==> config.mk <==
export PLATFORM = sky130hd
export DESIGN_NAME = hpq_ram
export DESIGN_NICKNAME = d
export VERILOG_FILES = /design/src/design/hpq_ram.sv
export SDC_FILE = /design/constraint.sdc
export NUM_CORES = 1
export LEC_CHECK = 0
export ABC_AREA = 1
export BUFFER_PORTS_ARGS = -buffer_cell sky130_fd_sc_hd__buf_2
export CORE_UTILIZATION = 45
export CTS_BUF_LIST = sky130_fd_sc_hd__clkbuf_16
export CTS_CLUSTER_DIAMETER = 120
export DETAILED_ROUTE_END_ITERATION = 8
export GPL_ROUTABILITY_DRIVEN = 0
export GPL_TIMING_DRIVEN = 1
export HOLD_SLACK_MARGIN = 0.02
export PLACE_DENSITY_LB_ADDON = 0.08
export SLEW_MARGIN = 20
export SYNTH_ARGS = -nofsm -noshare
export SYNTH_HDL_FRONTEND = slang
export SYNTH_SLANG_ARGS = --single-unit
==> constraint.sdc <==
create_clock -name clk -period 3.05 [get_ports clk]
set_clock_uncertainty 0.2 [all_clocks]
set_input_delay 0.305 -clock clk [delete_from_list [all_inputs] [get_ports clk]]
set_output_delay 0.305 -clock clk [all_outputs]
set_load 0.005 [all_outputs]
==> src/design/hpq_ram.sv <==
// Simple dual-port RAM with registered read data.
`timescale 1ns / 1ps
`default_nettype none

module hpq_ram #(
  parameter int DEPTH = 2,
  parameter int WIDTH = 32,
  parameter int AW    = (DEPTH > 1) ? $clog2(DEPTH) : 1
) (
  input  wire logic             clk,
  input  wire logic             wr_en,
  input  wire logic [AW-1:0]    wr_addr,
  input  wire logic [WIDTH-1:0] wr_data,
  input  wire logic             rd_en,
  input  wire logic [AW-1:0]    rd_addr,
  output logic      [WIDTH-1:0] rd_data
);

  logic [WIDTH-1:0] mem [DEPTH];

  // Write port
  always_ff @(posedge clk) begin
    if (wr_en) begin
      mem[wr_addr] <= wr_data;
    end
  end

  // Read port, data registered
  always_ff @(posedge clk) begin
    if (rd_en) begin
      rd_data <= mem[rd_addr];
    end
  end

endmodule

`default_nettype wire

## Word-level counts from Yosys, hierarchy flattened

Memory sizes are Yosys's and may differ from the RTL's. A register that Yosys moved wholly into a read port is not among the register bits.
Cells that the tools add are included.

- Memories: 1
- RAM bits: 64
- Register bits after elaboration: 0
- Logic and storage cells: 3
- Output and inout bits: 32
- Input bits: 37

- Muxes and demuxes: 2

Memory list:

| name | words | bits a word | rd ports | clocked after memory_dff | wr ports | line | text |
|---|---|---|---|---|---|---|---|
| mem | 2 | 32 | 1 | 1 | 1 | 19 | `logic [WIDTH-1:0] mem [DEPTH];` |

Operators with widths:

| kind | number |
|---|---|
| two-way mux 1 bit | 2 |

## Longest topological paths before layout

- Depth after elaboration: 2
- Depth in mapped cells: 5
- Depth with buffers taken out: 3

## Least setup slack after synthesis

No wires, ideal clock.

- Path type: input -> register
- Start point: in wr_en
- End point: mem mem[0][0] (enable)
- Required time: 2428 ps
- Stages: 2
- Setup time: 422 ps
- Setup slack: 734 ps
- Data arrival time: 1694 ps
- Buffers on the path: 0
- Path through: inv_1 -> nor2_1

- Word-level cells in the longest chain between the ends: 2

RTL lines:

| what | line | text |
|---|---|---|
| start: declaration | 11 | `input wire logic wr_en,` |
| two-way mux 1 bit | 23 | `if (wr_en) begin` |
| two-way mux 1 bit (implied by the code) | 24 | `mem[wr_addr] <= wr_data;` |
| end: declaration | 19 |  |

No other way between the ends.

## Worst setup path in the final report

- Start point: in wr_en
- End point: mem mem[0][5] (enable)

The elaborated chain is that of the path after synthesis.

==> run_summary.xml <==
<?xml version="1.0" encoding="UTF-8"?>
<metrics>
  <group name="critical_path">
    <metric name="rrSetupSlack" unit="ns">2.10</metric>
    <metric name="worstSetupEndpoint" unit="">mem[0][5]</metric>
    <metric name="timing.rr.start" unit="">mem[0][21]</metric>
    <metric name="cp-start-kind" unit="">input port</metric>
    <metric name="worst_r2r_path_depth" unit="">2</metric>
    <metric name="maximum_fanout_encountered_on_the_critical_timing_path" unit="">32</metric>
    <metric name="cp.required" unit="ns">2.80</metric>
    <metric name="worst_setup_path_startpoint" unit="">wr_en</metric>
    <metric name="r2r-end" unit="">rd_data[21]</metric>
    <metric name="worstSetupEndpointType" unit="">flop</metric>
    <metric name="critPathKind" unit="">input port to flop</metric>
    <metric name="worst-endpoint-arrival" unit="ns">1.16</metric>
  </group>
  <group name="sta">
    <metric name="finalWorstPathRequiredPeriod" unit="ns">1.41</metric>
    <metric name="worst_slew_margin_rel" unit="%">37.6</metric>
    <metric name="final-hold-violation-count" unit="">0</metric>
    <metric name="max_slew.worst_pin.slew" unit="ns">0.934</metric>
    <metric name="fin_crit_sh" unit="%">46.4</metric>
    <metric name="setup_tns" unit="ns">0</metric>
    <metric name="timing.final.setup_violations" unit="">0</metric>
    <metric name="rsz0062_at_grt" unit="">no</metric>
    <metric name="report.final.slew_viol_count" unit="">0</metric>
    <metric name="fmax" unit="MHz">707</metric>
  </group>
  <group name="routing">
    <metric name="first_iter_violations" unit="">87</metric>
    <metric name="met3WireLength" unit="µm">240</metric>
    <metric name="drt.antenna.violating_nets" unit="">0</metric>
    <metric name="routed_wire_length" unit="µm">5280</metric>
    <metric name="drt-wirelength-per-cell" unit="µm">12.9</metric>
    <metric name="top_layer" unit="">met4</metric>
    <metric name="met2_length" unit="µm">2720</metric>
    <metric name="dr_total_vias" unit="">1833</metric>
    <metric name="detail_route.wirelength.met1" unit="µm">2200</metric>
    <metric name="remaining_drc_errors" unit="">0</metric>
    <metric name="firstDrtPassIters" unit="">4</metric>
    <metric name="route.detailed.vias_per_inst" unit="">4.47</metric>
  </group>
  <group name="cts">
    <metric name="post_cts_hold_buffer_count" unit="">32</metric>
    <metric name="cts-buffers-inserted" unit="">9</metric>
    <metric name="clock_tree.htree_level_count" unit="">3</metric>
    <metric name="cts_num_sinks" unit="">96</metric>
    <metric name="cts_tree" unit="">yes</metric>
    <metric name="cts-root-to-sink-buffers" unit="">2</metric>
    <metric name="clkTransAtPathRegs" unit="ns">0.06</metric>
    <metric name="cts_root_buf" unit="">clkbuf_16</metric>
    <metric name="ctsResizeCount" unit="">0</metric>
    <metric name="clock_insertion_delay_worst_skew" unit="ns">0.33</metric>
    <metric name="post-cts-setup-buffers" unit="">0</metric>
  </group>
  <group name="synth">
    <metric name="yosysUniqueCellTypes" unit="">9</metric>
    <metric name="post_synth_inst_count" unit="">204</metric>
    <metric name="mappedNetlistArea" unit="µm²">3390</metric>
    <metric name="largest_area_contributor_in_the_synthesized_netlist" unit="">edfxtp_1</metric>
    <metric name="synth_sequential_area_ratio" unit="%">85.0</metric>
    <metric name="synth_fp_nets" unit="">241</metric>
    <metric name="yosysTopAreaCellShare" unit="%">85.0</metric>
    <metric name="yosysWarnings" unit="">0</metric>
    <metric name="synth_async_sr_flop_share" unit="%">0</metric>
    <metric name="synth_common_cells" unit="">96 x edfxtp_1, 87 x nand2_1, 10 x nand2_2</metric>
    <metric name="syn-mean-instance-area" unit="µm²">16.6</metric>
    <metric name="yosys_register_bits" unit="">96</metric>
    <metric name="synth.area.top_cells" unit="">edfxtp_1 85%, nand2_1 9.6%, nand2_2 1.8%, clkbuf_8 1.2%, buf_6 1.0%</metric>
    <metric name="number_of_enable_flip_flop_cells_after_synthesis" unit="">96</metric>
    <metric name="synth_most_common_cell" unit="">edfxtp_1</metric>
    <metric name="synth-main-ff-cell" unit="">edfxtp_1</metric>
  </group>
  <group name="global_routing">
    <metric name="grt_pass1_wl" unit="µm">8090</metric>
    <metric name="global_route.usage.total" unit="%">14.9</metric>
    <metric name="number_of_antenna_violations_at_the_first_check_in_global_routing" unit="">0</metric>
    <metric name="grt_overflow" unit="">0</metric>
    <metric name="via_count_of_the_first_global_routing_pass" unit="">1752</metric>
    <metric name="grt_start_max_net_pins" unit="">34</metric>
  </group>
  <group name="floorplan">
    <metric name="core_region_area" unit="µm²">7250</metric>
    <metric name="io-pin-count" unit="">69</metric>
    <metric name="floorplan.rows" unit="">31</metric>
    <metric name="area_of_the_die" unit="µm²">7880</metric>
    <metric name="chipHeight" unit="µm">88.8</metric>
    <metric name="die_width" unit="µm">88.8</metric>
    <metric name="initial_utilization" unit="%">46.7</metric>
  </group>
  <group name="power_and_ir_drop">
    <metric name="power_density" unit="nW/µm²">620</metric>
    <metric name="leakage" unit="nW">1.76</metric>
    <metric name="ir_worst_vdd" unit="mV">0.315</metric>
  </group>
  <group name="finish">
    <metric name="syn2layout_area_growth" unit="%">27.9</metric>
    <metric name="share_of_final_layout_standard_cells_stronger_than_drive_strength_1" unit="%">29.3</metric>
    <metric name="num-nets-final" unit="">346</metric>
    <metric name="final-instance-count-excl-fill" unit="">410</metric>
    <metric name="final_antenna_diode_count" unit="">0</metric>
  </group>
  <group name="placement">
    <metric name="placedCellCount" unit="">365</metric>
    <metric name="total_half_perimeter_wirelength_after_legalization_and_detailed_placement" unit="µm">2780</metric>
    <metric name="buffer_ports.inserted" unit="">68</metric>
  </group>
  <group name="worst_hold_path">
    <metric name="worst_hold_path_type" unit="">input port to flop</metric>
  </group>
  <group name="status">
    <metric name="outcome" unit="">finished clean</metric>
  </group>
  <group name="job">
    <metric name="max_cap_violations" unit="">0</metric>
  </group>
</metrics>
[cells by family after synthesis]
logic type	synth area share, %
buf+inv	3.36
simple gates	11.6
flops	85.0
[layer usage]
metal / track usage [%] / vias to the layer above
li1: - / 916
met1: 16.6 / 856
met2: 25.7 / 50
met3: 3.54 / 11
met4: 9.24 / 0
met5: 0 / -
[area by class of cell]
type,instances,area (µm²)
inverter,3,18.8
timing repair buffer,101,668
multi-input combinational,98,400
sequential,96,2880
clock buffer,9,225
fill,600,2920
tap,99,124
clock inverter,4,16.3
[layout by cell type (no fill, tap or decap), drive strengths merged]
cell type	count
inv	4
clkbuf	9
nand2	97
edfxtp	96
dlygate4sd3	32
buf	69
clkinv	3
nor2	1
[worst min-delay path by stage]
| stage | start | end | slack [ns] | depth (start not counted) |
|---|---|---|---|---|
| after global placement | mem[0][20] | rd_data[20] | 0.29 | 2 |
| after global routing | wr_addr | mem[0][18] | 0.29 | 2 |
| final | wr_addr | mem[0][12] | 0.27 | 2 |
| after CTS | wr_addr | mem[0][12] | 0.27 | 2 |
| after detailed placement | wr_data[19] | mem[0][19] | 0.30 | 1 |
| after floorplan | wr_data[0] | mem[0][0] | 0.20 | 0 |
[through the flow]
| step | cell area [µm²] | worst slack (ns) | hold WS (ns) | total power [mW] | util, % |
|---|---|---|---|---|---|
| after floorplan | 3390 | 0.734 | 0.204 | 1.68 | - |
| after global placement | 3770 | 1.25 | 0.290 | 1.75 | 52.0 |
| after detailed placement | 3770 | 1.25 | 0.296 | 1.76 | 52.0 |
| after CTS | 4340 | 1.60 | 0.274 | 2.72 | 59.8 |
| after global routing | 4340 | 1.52 | 0.294 | 2.79 | 59.8 |
| final | 4340 | 1.64 | 0.270 | 2.69 | 59.8 |
[flip-flops by register name (all words and copies together) (netlist names)]
register  cells
rd_data      32
mem          64
[report_power, final]
| part | internal [mW] | switching (mW) | total [mW] |
|---|---|---|---|
| logic | 0.0819 | 0.0926 | 0.174 |
| clock network | 0.528 | 0.406 | 0.933 |
| registers | 1.56 | 0.0221 | 1.58 |
| total | 2.17 | 0.520 | 2.69 |
[worst max-delay path, stage by stage]
cell	delay (ns)
buf_2	0.09
inv_1	0.05
nor2_4	0.71
Note: power is estimated with default switching activity, not from simulation.
