<file path="config.mk">
export PLATFORM = sky130hd
export DESIGN_NAME = hpq_cell
export DESIGN_NICKNAME = d
export VERILOG_FILES = /design/src/design/hpq_pkg.sv /design/src/design/hpq_cell.sv
export SDC_FILE = /design/constraint.sdc
export NUM_CORES = 1
export LEC_CHECK = 0
export BUFFER_PORTS_ARGS = -buffer_cell sky130_fd_sc_hd__buf_2
export CORE_AREA = 2 2 191 193
export CTS_CLUSTER_DIAMETER = 120
export DETAILED_ROUTE_END_ITERATION = 16
export DIE_AREA = 0 0 193 195
export MAX_ROUTING_LAYER = met4
export PLACE_DENSITY_LB_ADDON = 0.3
export SYNTH_ARGS = -nofsm -noshare
export SYNTH_HDL_FRONTEND = slang
export SYNTH_SLANG_ARGS = --single-unit
</file>
<file path="constraint.sdc">
create_clock -name clk -period 18.24 [get_ports clk]
set_clock_uncertainty 0.15 [all_clocks]
set_input_delay 3.648 -clock clk [delete_from_list [all_inputs] [get_ports clk]]
set_output_delay 3.648 -clock clk [all_outputs]
set_load 0.01 [all_outputs]
</file>
<file path="src/design/hpq_pkg.sv">
// Shared constants, codes and handoff types of the heap priority queue.
`timescale 1ns / 1ps
`default_nettype none

package hpq_pkg;

  // Storage size and stored value width
  localparam int CAPACITY    = 1024;
  localparam int VALUE_WIDTH = 32;

  // Tree geometry: levels, counter, level index, position in a level, row, node index
  localparam int LVLS  = $clog2(CAPACITY + 1);
  localparam int CNT_W = LVLS;
  localparam int LVL_W = $clog2(LVLS);
  localparam int POS_W = LVLS - 1;
  localparam int ROW_W = (LVLS > 2) ? LVLS - 2 : 1;
  localparam int IDX_W = LVLS + 2;

  // Port field widths
  localparam int DATA_W       = 32;
  localparam int CNT_OUT_W    = 11;
  localparam int OUT_TDATA_W  = 80;
  localparam int OUT_TUSER_W  = 3;

  // Operation codes on in_tuser
  localparam logic OP_INSERT = 1'b0;
  localparam logic OP_REMOVE = 1'b1;

  typedef logic [VALUE_WIDTH-1:0] val_t;

  typedef enum logic [1:0] {
    ST_OK    = 2'd0,
    ST_FULL  = 2'd1,
    ST_EMPTY = 2'd2
  } status_t;

  // Work token handed from one level cell to the next
  typedef struct packed {
    logic             vld;
    logic             ins;      // 1: top-down insert, 0: sift down
    val_t             val;      // value carried downward
    logic [POS_W-1:0] pos;      // node position inside the level
    logic [CNT_W-1:0] tgt;      // insert: 1-based index of the new leaf
    logic [LVL_W-1:0] tgt_lvl;  // insert: level of the new leaf
  } tok_t;

  typedef struct packed {
    logic             en;
    logic [ROW_W-1:0] addr;
  } rd_req_t;

  typedef struct packed {
    logic             en;
    logic             right;
    logic [ROW_W-1:0] addr;
    val_t             data;
  } wr_req_t;

endpackage

`default_nettype wire

</file>
<file path="src/design/hpq_cell.sv">
// One tree level cell: reads its node and children, writes its node, passes the token down.
`timescale 1ns / 1ps
`default_nettype none

module hpq_cell (
  input  wire logic                       clk,
  input  wire logic                       rst_n,
  input  wire logic [hpq_pkg::LVL_W-1:0]  lvl,
  input  wire logic [hpq_pkg::CNT_W-1:0]  count,
  input  wire hpq_pkg::tok_t              in_tok,
  input  wire hpq_pkg::val_t              own_l,
  input  wire hpq_pkg::val_t              own_r,
  input  wire hpq_pkg::val_t              kid_l,
  input  wire hpq_pkg::val_t              kid_r,
  output hpq_pkg::rd_req_t                own_rd,
  output hpq_pkg::rd_req_t                kid_rd,
  output hpq_pkg::wr_req_t                wr,
  output hpq_pkg::tok_t                   out_tok,
  output logic                            done
);

  import hpq_pkg::*;

  tok_t             tok_r;
  tok_t             out_tok_r;
  tok_t             out_tok_nxt;
  val_t             node_v;
  val_t             cand_v;
  logic [IDX_W-1:0] node_idx;
  logic [IDX_W-1:0] left_idx;
  logic [IDX_W-1:0] right_idx;
  logic [IDX_W-1:0] cnt_ext;
  logic             left_ok;
  logic             right_ok;
  logic             pick_right;
  logic             at_tgt;
  logic [LVL_W-1:0] bit_sel;
  logic [CNT_W-1:0] tgt_sh;
  logic             path_bit;

  function automatic logic gt(input val_t a, input val_t b);
    return $signed(a) > $signed(b);
  endfunction

  // Issue reads of own node row and, for a sift, child row as the token arrives
  always_comb begin
    own_rd.en   = in_tok.vld;
    own_rd.addr = ROW_W'(in_tok.pos >> 1);
    kid_rd.en   = in_tok.vld && !in_tok.ins;
    kid_rd.addr = ROW_W'(in_tok.pos);
  end

  // Hold the token while the read data comes back
  always_ff @(posedge clk) begin
    if (!rst_n) begin
      tok_r     <= '0;
      out_tok_r <= '0;
    end else begin
      tok_r     <= in_tok;
      out_tok_r <= out_tok_nxt;
    end
  end

  // Node and child geometry
  always_comb begin
    node_v     = tok_r.pos[0] ? own_r : own_l;
    node_idx   = (IDX_W'(1) << lvl) - IDX_W'(1) + IDX_W'(tok_r.pos);
    left_idx   = {node_idx[IDX_W-2:0], 1'b1};
    right_idx  = left_idx + IDX_W'(1);
    cnt_ext    = IDX_W'(count);
    left_ok    = left_idx < cnt_ext;
    right_ok   = right_idx < cnt_ext;
    pick_right = right_ok && gt(kid_r, kid_l);
    cand_v     = pick_right ? kid_r : kid_l;
    at_tgt     = tok_r.tgt_lvl == lvl;
    bit_sel    = tok_r.tgt_lvl - lvl - LVL_W'(1);
    tgt_sh     = tok_r.tgt >> bit_sel;
    path_bit   = tgt_sh[0];
  end

  // Decide the node write and the token handed to the next level
  always_comb begin
    wr          = '0;
    wr.addr     = ROW_W'(tok_r.pos >> 1);
    wr.right    = tok_r.pos[0];
    wr.data     = tok_r.val;
    done        = 1'b0;
    out_tok_nxt = '0;
    if (tok_r.vld) begin
      if (tok_r.ins) begin
        if (at_tgt) begin
          wr.en = 1'b1;
          done  = 1'b1;
        end else begin
          out_tok_nxt     = tok_r;
          out_tok_nxt.pos = POS_W'({tok_r.pos, path_bit});
          if (gt(tok_r.val, node_v)) begin
            wr.en           = 1'b1;
            out_tok_nxt.val = node_v;
          end
        end
      end else begin
        if (left_ok && gt(cand_v, tok_r.val)) begin
          wr.en           = 1'b1;
          wr.data         = cand_v;
          out_tok_nxt     = tok_r;
          out_tok_nxt.pos = POS_W'({tok_r.pos, pick_right});
        end else begin
          wr.en = 1'b1;
          done  = 1'b1;
        end
      end
    end
  end

  assign out_tok = out_tok_r;

endmodule

`default_nettype wire

</file>
=== After elaboration in Yosys (flattened, before gate mapping) ===
Cells that the tools add are included.

* Output and inout bits: 123
* Register bits after elaboration: 118
* Word-level logic and storage cells: 47
* Bits of input ports: 204

* Eq/ne operators: 1
* Muxes and demuxes: 17
* Order comparisons: 5
* Reduce and logical (&&, ||, !) cells: 5
* Shifts and indexed selects: 2
* Add/sub/neg operators: 5

{| class="wikitable"
|+ Operator list
! operator !! count
|-
| 2-to-1 mux 32 bit || 6
|-
| 2-to-1 mux 59 bit || 3
|-
| greater-than comparator 32 bit || 3
|-
| < comparator 13 x 11 -> 1 bit || 2
|-
| adder 13 x 1 -> 13 bit, second input constant || 1
|-
| adder 12 x 10 -> 12 bit || 1
|-
| left shift 1 x 4 -> 12 bit, first input constant || 1
|-
| subtractor 12 x 1 -> 12 bit, second input constant || 1
|-
| right shift 11 x 4 -> 1 bit || 1
|-
| 2-to-1 mux 1 bit || 8
|-
| equality test 4 bit || 1
|-
| subtractor 4 x 1 -> 4 bit, second input constant || 1
|-
| subtractor 4 bit || 1
|-
| logical AND 1 bit || 3
|-
| AND reduction 2 bit || 1
|-
| zero test 1 bit || 1
|}

=== Depth between registers and ports, before layout ===
Gate-level depths: netlist of the first run.

* Depth after elaboration: 12
* Mapped depth: 33
* Mapped depth without buffers: 31

=== Worst setup path after synthesis of the first run ===
Ideal clock, no wire load.

* Path kind: input-to-output
* From: in lvl[0] in the netlist's numbering
* To: out wr[22] in the netlist's numbering
* Path buffers: 2
* Path slack: 4.566 ns
* Arrival: 9.876 ns
* Data required time: 14.442 ns
* Stages: 33
* Cells stage by stage: inv_1 > nor2_1 > nand2_1 > ha_1 > inv_1 > ha_1 > fa_1 > a21o_1 > a221oi_1 > xnor2_1 > nand4_2 > xnor2_1 > ha_1 > nand2_1 > nor2_1 > o21ai_0 > a21oi_1 > o21ai_0 > nand2_1 > nor3_4 > buf_6 > mux2_4 > ha_1 > nor2b_1 > o211ai_1 > a21oi_1 > a2111o_1 > a21oi_1 > o21ai_0 > and3_1 > nand2_1 > clkbuf_1 > mux2_2

{| class="wikitable"
|+ RTL lines
! what !! RTL line !! text
|-
| from (decl) || hpq_cell.sv:8 || <nowiki>input wire logic [hpq_pkg::LVL_W-1:0] lvl,</nowiki>
|-
| to (decl) || hpq_cell.sv:17 || <nowiki>output hpq_pkg::wr_req_t wr,</nowiki>
|}

==> out/metrics.cfg, run 1 <==
[outcome]
status = completed

[yosys]
synth_compound_gate_area_share_pct = 13.6
yosys_register_bits = 118
synth_cell_type_count = 56
combinational_family_with_the_most_area_after_synthesis = adder cells
synth_area_per_inst_um2 = 9.23
synth_xor_xnor_area_share_pct = 1.58
yosys.area_share.simple_pct = 14.5
synth_fp_nets = 1296
count_of_warnings_emitted_by_yosys = 0
combined_area_of_all_synthesized_cells_um2 = 8770
synth-edff-count = 0
synth_cells = 950
synth-async-reset-ratio_pct = 0
synth_ff_type = dfxtp_1
yosysSeqAreaShare_pct = 26.9
post_synth_fa_ha_maj_area_fraction_pct = 20.4
yosys-mux-area-fraction_pct = 14.0

[grt]
grt_start_max_net_pins = 61
first_pass_grt_wire_length_um = 44300
combined_global_route_utilization_of_all_metal_layers_pct = 16.4
grt.overflow.total = 0
antenna_violations_before_repair = 4
grt_pass1_vias = 7802

[layout]
commonest_non_fill_non_tap_cells_in_the_layout = buf_2, ha_1, inv_1, dfxtp_1, and2_1
num-fill-cells = 3750
area_delta_synth_final_pct = 29.3
layout.cells.most_common = buf_2
drive_gt1_share_pct = 34.9
num-nets-final = 1590

[timing]
finalSetupViolCount = 0
hold_violations = 0
clock_period_minus_worst_slack_ps = 15590
holdWs_ps = 312
timing.fmax_ghz = 0.0641
relSlewSlack_pct = 30.3
timing_max_transition_violations_final = 0
setup_total_negative_slack_ps = 0
worst-slew-pin-transition_ps = 1040
fin_crit_sh_pct = 85.5
grt_setup_unrepaired = false

[setup_path]
cp_data_required_time_ps = 14440
crit_path_max_incr_delay_ps = 730
depth_of_the_most_critical_reg_to_reg_path = 30
reg2reg_setup_slack_ps = 10140
critical_path_slowest_stage_cell = nor3_4
critical_path.reg2reg.endpoint = out_tok[30]
timing.rr.start = wr[32]
cp_data_arrival_time_ps = 11790
worst_setup_path_end_kind = output port
crit_path_start = lvl[0]
setup.worst_path.start_class = input port
timing.setup.critical_path_class = in -> out
worst-path-max-fanout = 32

[pwr]
pwr_density_cell_nw_per_um2 = 80.6
p_total_mw = 0.914
p_leak_nw = 5.82
max-vdd-ir-drop_uv = 83.5

[clocking]
cts-hold-fix-buffers = 0
tritoncts = done
cts_root_buf = clkbuf_16
cts-resized-gates = 0
insertion_delay_ps = 450
htree_levels = 4
cts_setup_buffers = 0
cts.sinks = 118
cts_max_path_buffers = 2
numCtsBuffers = 17
clk_pin_slew_worst_paths_ps = 60

[hold_path]
hold-path-cell-count = 1
hold_path.class = reg -> reg
timing.hold.worst_endpoint = out_tok[4]
hold_path.startpoint = tok_r[4]

[route]
post-route-drc-count = 0
initialDrtViolationCount = 238
routed_wirelength_um = 30400
detailroute.via_count = 7841
post_drt_via_cell_ratio = 4.55
drt_pre_antenna_iters = 5
wl_cell_um = 17.7
postRouteAntennaNets = 0

[run]
timing.max_cap.violations = 0

[place]
io_buffers = 326
dp_hpwl_um = 24800
globalplace.congestion = 0.854

[floorplan]
die_x_um = 193
std_cell_rows = 69
floorplan.initialDensity_pct = 24.8
die_height_um = 195
core_area_um2 = 35400
ios = 327
design.die.area_um2 = 37600

layer usage:
| layer | part of all wire [%] | GRT usage [%] |
|---|---|---|
| met3 | 7.4 | 4.74 |
| met1 | 42 | 18.7 |
| met4 | 1.3 | 4.55 |
| met5 | 0 | - |
| met2 | 49 | 28.0 |
stage by stage:
stage	area (um^2)	cells	util, %	worst slack (ps)
global placement	10700	1686	30.2	2750
finish	11300	1722	32.0	2650
floorplan	8770	950	-	4570
CTS	11300	1718	32.0	2590
detailed placement	10700	1686	30.2	2610
global route	11300	1722	32.0	1900
how the worst max path moves through the flow:
stage / end / slack, ps / cells after the start
finish: wr[6] / 2650 / 34
global route: wr[11] / 1900 / 34
CTS: wr[21] / 2590 / 33
detailed placement: wr[21] / 2610 / 33
global placement: wr[17] / 2750 / 33
floorplan: wr[22] / 4570 / 33
registers in the layout, summed over array words and instances, names as in the netlist:
register / flops
wr: 10
out_tok: 59
tok_r: 49
synthesized netlist by cell type, drive strengths merged, types with 3 or more instances:
master  count  area, um^2
nor3        7        46.3
clkbuf     25        93.8
inv       117         439
nand4      21         138
o211ai      9        67.6
a21oi      43         215
buf        32         251
and2       86         538
o21ai      21         105
dfxtp     118        2360
nor2b      12        75.1
mux2       63         815
ha        140        1750
a221oi      3        26.3
a21o       29         218
a31oi       3        18.8
o32ai      32         280
xnor2       7        61.3
a211oi      7        57.6
nor2       28         105
o21a        7        52.6
nand2      36         135
mux2i      37         370
a22oi       3        27.5
nor4        4        25.0
nand3      17        85.1
xor2        8        77.6
and3        7        43.8
worst max-delay path, delay by kind of cell:
kind | cells | cell delay [ps]
simple gates | 11 | 2510
compound gates | 9 | 1810
fa+ha+maj | 5 | 1560
buf+inv | 5 | 880
mux | 2 | 870
xor+xnor | 2 | 450
layout make-up:
cell class                 count  area, um^2  share of cell area, %
timing repair buffer         332        1680                   14.8
clock inverter                13         196                   1.73
multi-input combinational    658        5650                   49.8
inverter                     117         439                   3.87
sequential                   118        2360                   20.8
antenna                        4        10.0                 0.0883
clock buffer                  19         433                   3.82
tap                          461         577                   5.09
power by group:
| group | total [mW] | leakage [nW] | switching [mW] | internal, mW |
|---|---|---|---|---|
| combinational | 0.267 | 4.55 | 0.147 | 0.120 |
| sequential | 0.274 | 0.968 | 0.00675 | 0.267 |
| clock | 0.374 | 0.299 | 0.143 | 0.231 |
| total | 0.914 | 5.82 | 0.296 | 0.618 |
cell families after synthesis:
family | count (synthesis)
AND/OR/NAND/NOR | 228
buffers and inverters | 174
AO/OA/AOI/OAI | 171
adder cells (fa/ha/maj) | 142
flip-flops | 118
multiplexers | 102
XOR/XNOR | 15
(Power assumes the default switching activity.)
==> run 2: changes to the inputs <==
CORE_AREA = 2 2 130 132   (was 2 2 191 193)
CTS_CLUSTER_DIAMETER = 200   (was 120)
DIE_AREA = 0 0 132 134   (was 0 0 193 195)
REMOVE_ABC_BUFFERS = 1   (was unset)
==> run 2 against run 1 <==
Net effect: wire length shrank 17%; cell count shrank 14%; flip-flop and latch count is the same; count of clock-buffer cells in the layout shrank 2; critical path type unchanged; largest cell class unchanged; largest power group unchanged.
==> out/metrics.cfg, run 2 (synthesized netlist as in run 1, its figures left out) <==
[floorplan]
die_x_um = 132  ; -32%
ios = 327  ; unchanged
core_area_um2 = 16300  ; -54%
design.die.area_um2 = 17700  ; -53%
die_height_um = 134  ; -31%
std_cell_rows = 47  ; -32%
floorplan.initialDensity_pct = 53.8  ; +29 points

[grt]
grt.overflow.total = 0  ; unchanged
grt_start_max_net_pins = 61  ; unchanged
combined_global_route_utilization_of_all_metal_layers_pct = 29.3  ; +13 points
antenna_violations_before_repair = 4  ; unchanged
first_pass_grt_wire_length_um = 39900  ; -9.9%
grt_pass1_vias = 8073  ; +3.5%

[layout]
commonest_non_fill_non_tap_cells_in_the_layout = buf_2, ha_1, inv_1, dfxtp_1, and2_1
final_design_area_no_fill_um2 = 11000  ; -3.1%
largest_register_ff_count = 59  ; unchanged
drive_gt1_share_pct = 34.9  ; about the same
area_delta_synth_final_pct = 25.3
final_cell_count_no_fill = 1482  ; -14%
fin_util_pct = 67.4  ; +35 points
num-nets-final = 1591  ; +0.063%
layout.cells.most_common = buf_2

[route]
post-route-drc-count = 0  ; unchanged
post_drt_via_cell_ratio = 5.42  ; +19%
drt_pre_antenna_iters = 5  ; unchanged
initialDrtViolationCount = 254  ; +6.7%
wl_cell_um = 17.0  ; -3.5%
routed_wirelength_um = 25300  ; -17%
detailroute.via_count = 8037  ; +2.5%
postRouteAntennaNets = 0  ; unchanged

[place]
placedCellCount = 1446  ; -14%
dp_hpwl_um = 19900  ; -20%
place_ws_ps = 2670  ; +65.4 ps
dpl-instance-area_um2 = 10400  ; -2.9%
globalplace.congestion = 0.963  ; +13%
io_buffers = 326  ; unchanged

[setup_path]
worst-path-max-fanout = 26  ; -19%
cp_data_arrival_time_ps = 11840  ; +50 ps
crit_path_max_incr_delay_ps = 840  ; +110 ps
reg2reg_setup_slack_ps = 9940  ; -200 ps
critical_path_slowest_stage_cell = nor3_4
setup.worst_path.start_class = input port
timing.setup.critical_path_class = in -> out
worst_setup_path_end_kind = output port
cp_data_required_time_ps = 14440  ; about the same

[pwr]
max-vdd-ir-drop_uv = 66.4  ; -21%
p_leak_nw = 5.80  ; -0.31%
pwr_density_cell_nw_per_um2 = 78.5  ; -2.5%

[clocking]
cts_setup_buffers = 0  ; unchanged
numCtsBuffers = 17  ; unchanged
cts_root_buf = clkbuf_16
cts-resized-gates = 0  ; unchanged
cts-hold-fix-buffers = 0  ; unchanged
cts.sinks = 118  ; unchanged
cts_max_path_buffers = 2  ; unchanged
tritoncts = done
clk_pin_slew_worst_paths_ps = 60  ; about the same
insertion_delay_ps = 420  ; -30 ps
htree_levels = 4  ; unchanged

[timing]
finalSetupViolCount = 0  ; unchanged
grt_setup_unrepaired = false
postLayoutSetupSlackWorst_ps = 2600  ; -50.6 ps
worst-slew-pin-transition_ps = 1060  ; +24.6 ps
fin_crit_sh_pct = 85.8  ; +0.28 points
hold_violations = 0  ; unchanged
setup_total_negative_slack_ps = 0  ; unchanged
timing.fmax_ghz = 0.0639  ; -0.32%
timing_max_transition_violations_final = 0  ; unchanged
clock_period_minus_worst_slack_ps = 15640  ; +50.6 ps
relSlewSlack_pct = 29.1  ; -1.2 points

[run]
timing.max_cap.violations = 0  ; unchanged

[outcome]
status = completed

[hold_path]
hold_path.class = reg -> reg

[run 2: layout make-up]
cell class | count | area [um^2]
clock buffers | 17 | 425
diodes | 4 | 10.0
inverters | 117 | 439
fillers | 1371 | 5300
multi-input cells | 658 | 5630
flip-flops and latches | 118 | 2360
well taps | 220 | 275
clock inverters | 15 | 155
repair buffers | 333 | 1680
[run 2: metal layers]
metal | global-route usage [%] | share of wire, %
met1 | 31.8 | 40
met2 | 51.2 | 49
met3 | 6.84 | 6.4
met4 | 12.8 | 3.9
met5 | - | 0
[run 2: metrics by stage]
stage	hold WS, ps	power (mW)
3_5_place_dp	291	0.536
4_1_cts	311	0.866
2_1_floorplan	274	0.450
5_1_grt	334	0.911
3_3_place_gp	283	0.530
6_report	308	0.863
[run 2: power breakdown]
part / switching (mW) / internal (mW)
logic: 0.141 / 0.121
registers: 0.00589 / 0.267
clock network: 0.147 / 0.182
total: 0.293 / 0.569
[run 2: worst paths after layout]
path,cells after the start,endpoint,start
min,1,out_tok[7],tok_r[7]
max,35,wr[13],lvl[0]
max reg2reg,30,out_tok[55],wr[32]
min reg2reg,1,out_tok[7],tok_r[7]
[run 2: critical path, delay by kind of cell]
family	cells	cell delay (ps)
simple gates	10	2230
xor+xnor	2	450
fa+ha+maj	5	1570
compound gates	10	1890
buf+inv	6	1280
mux	2	730
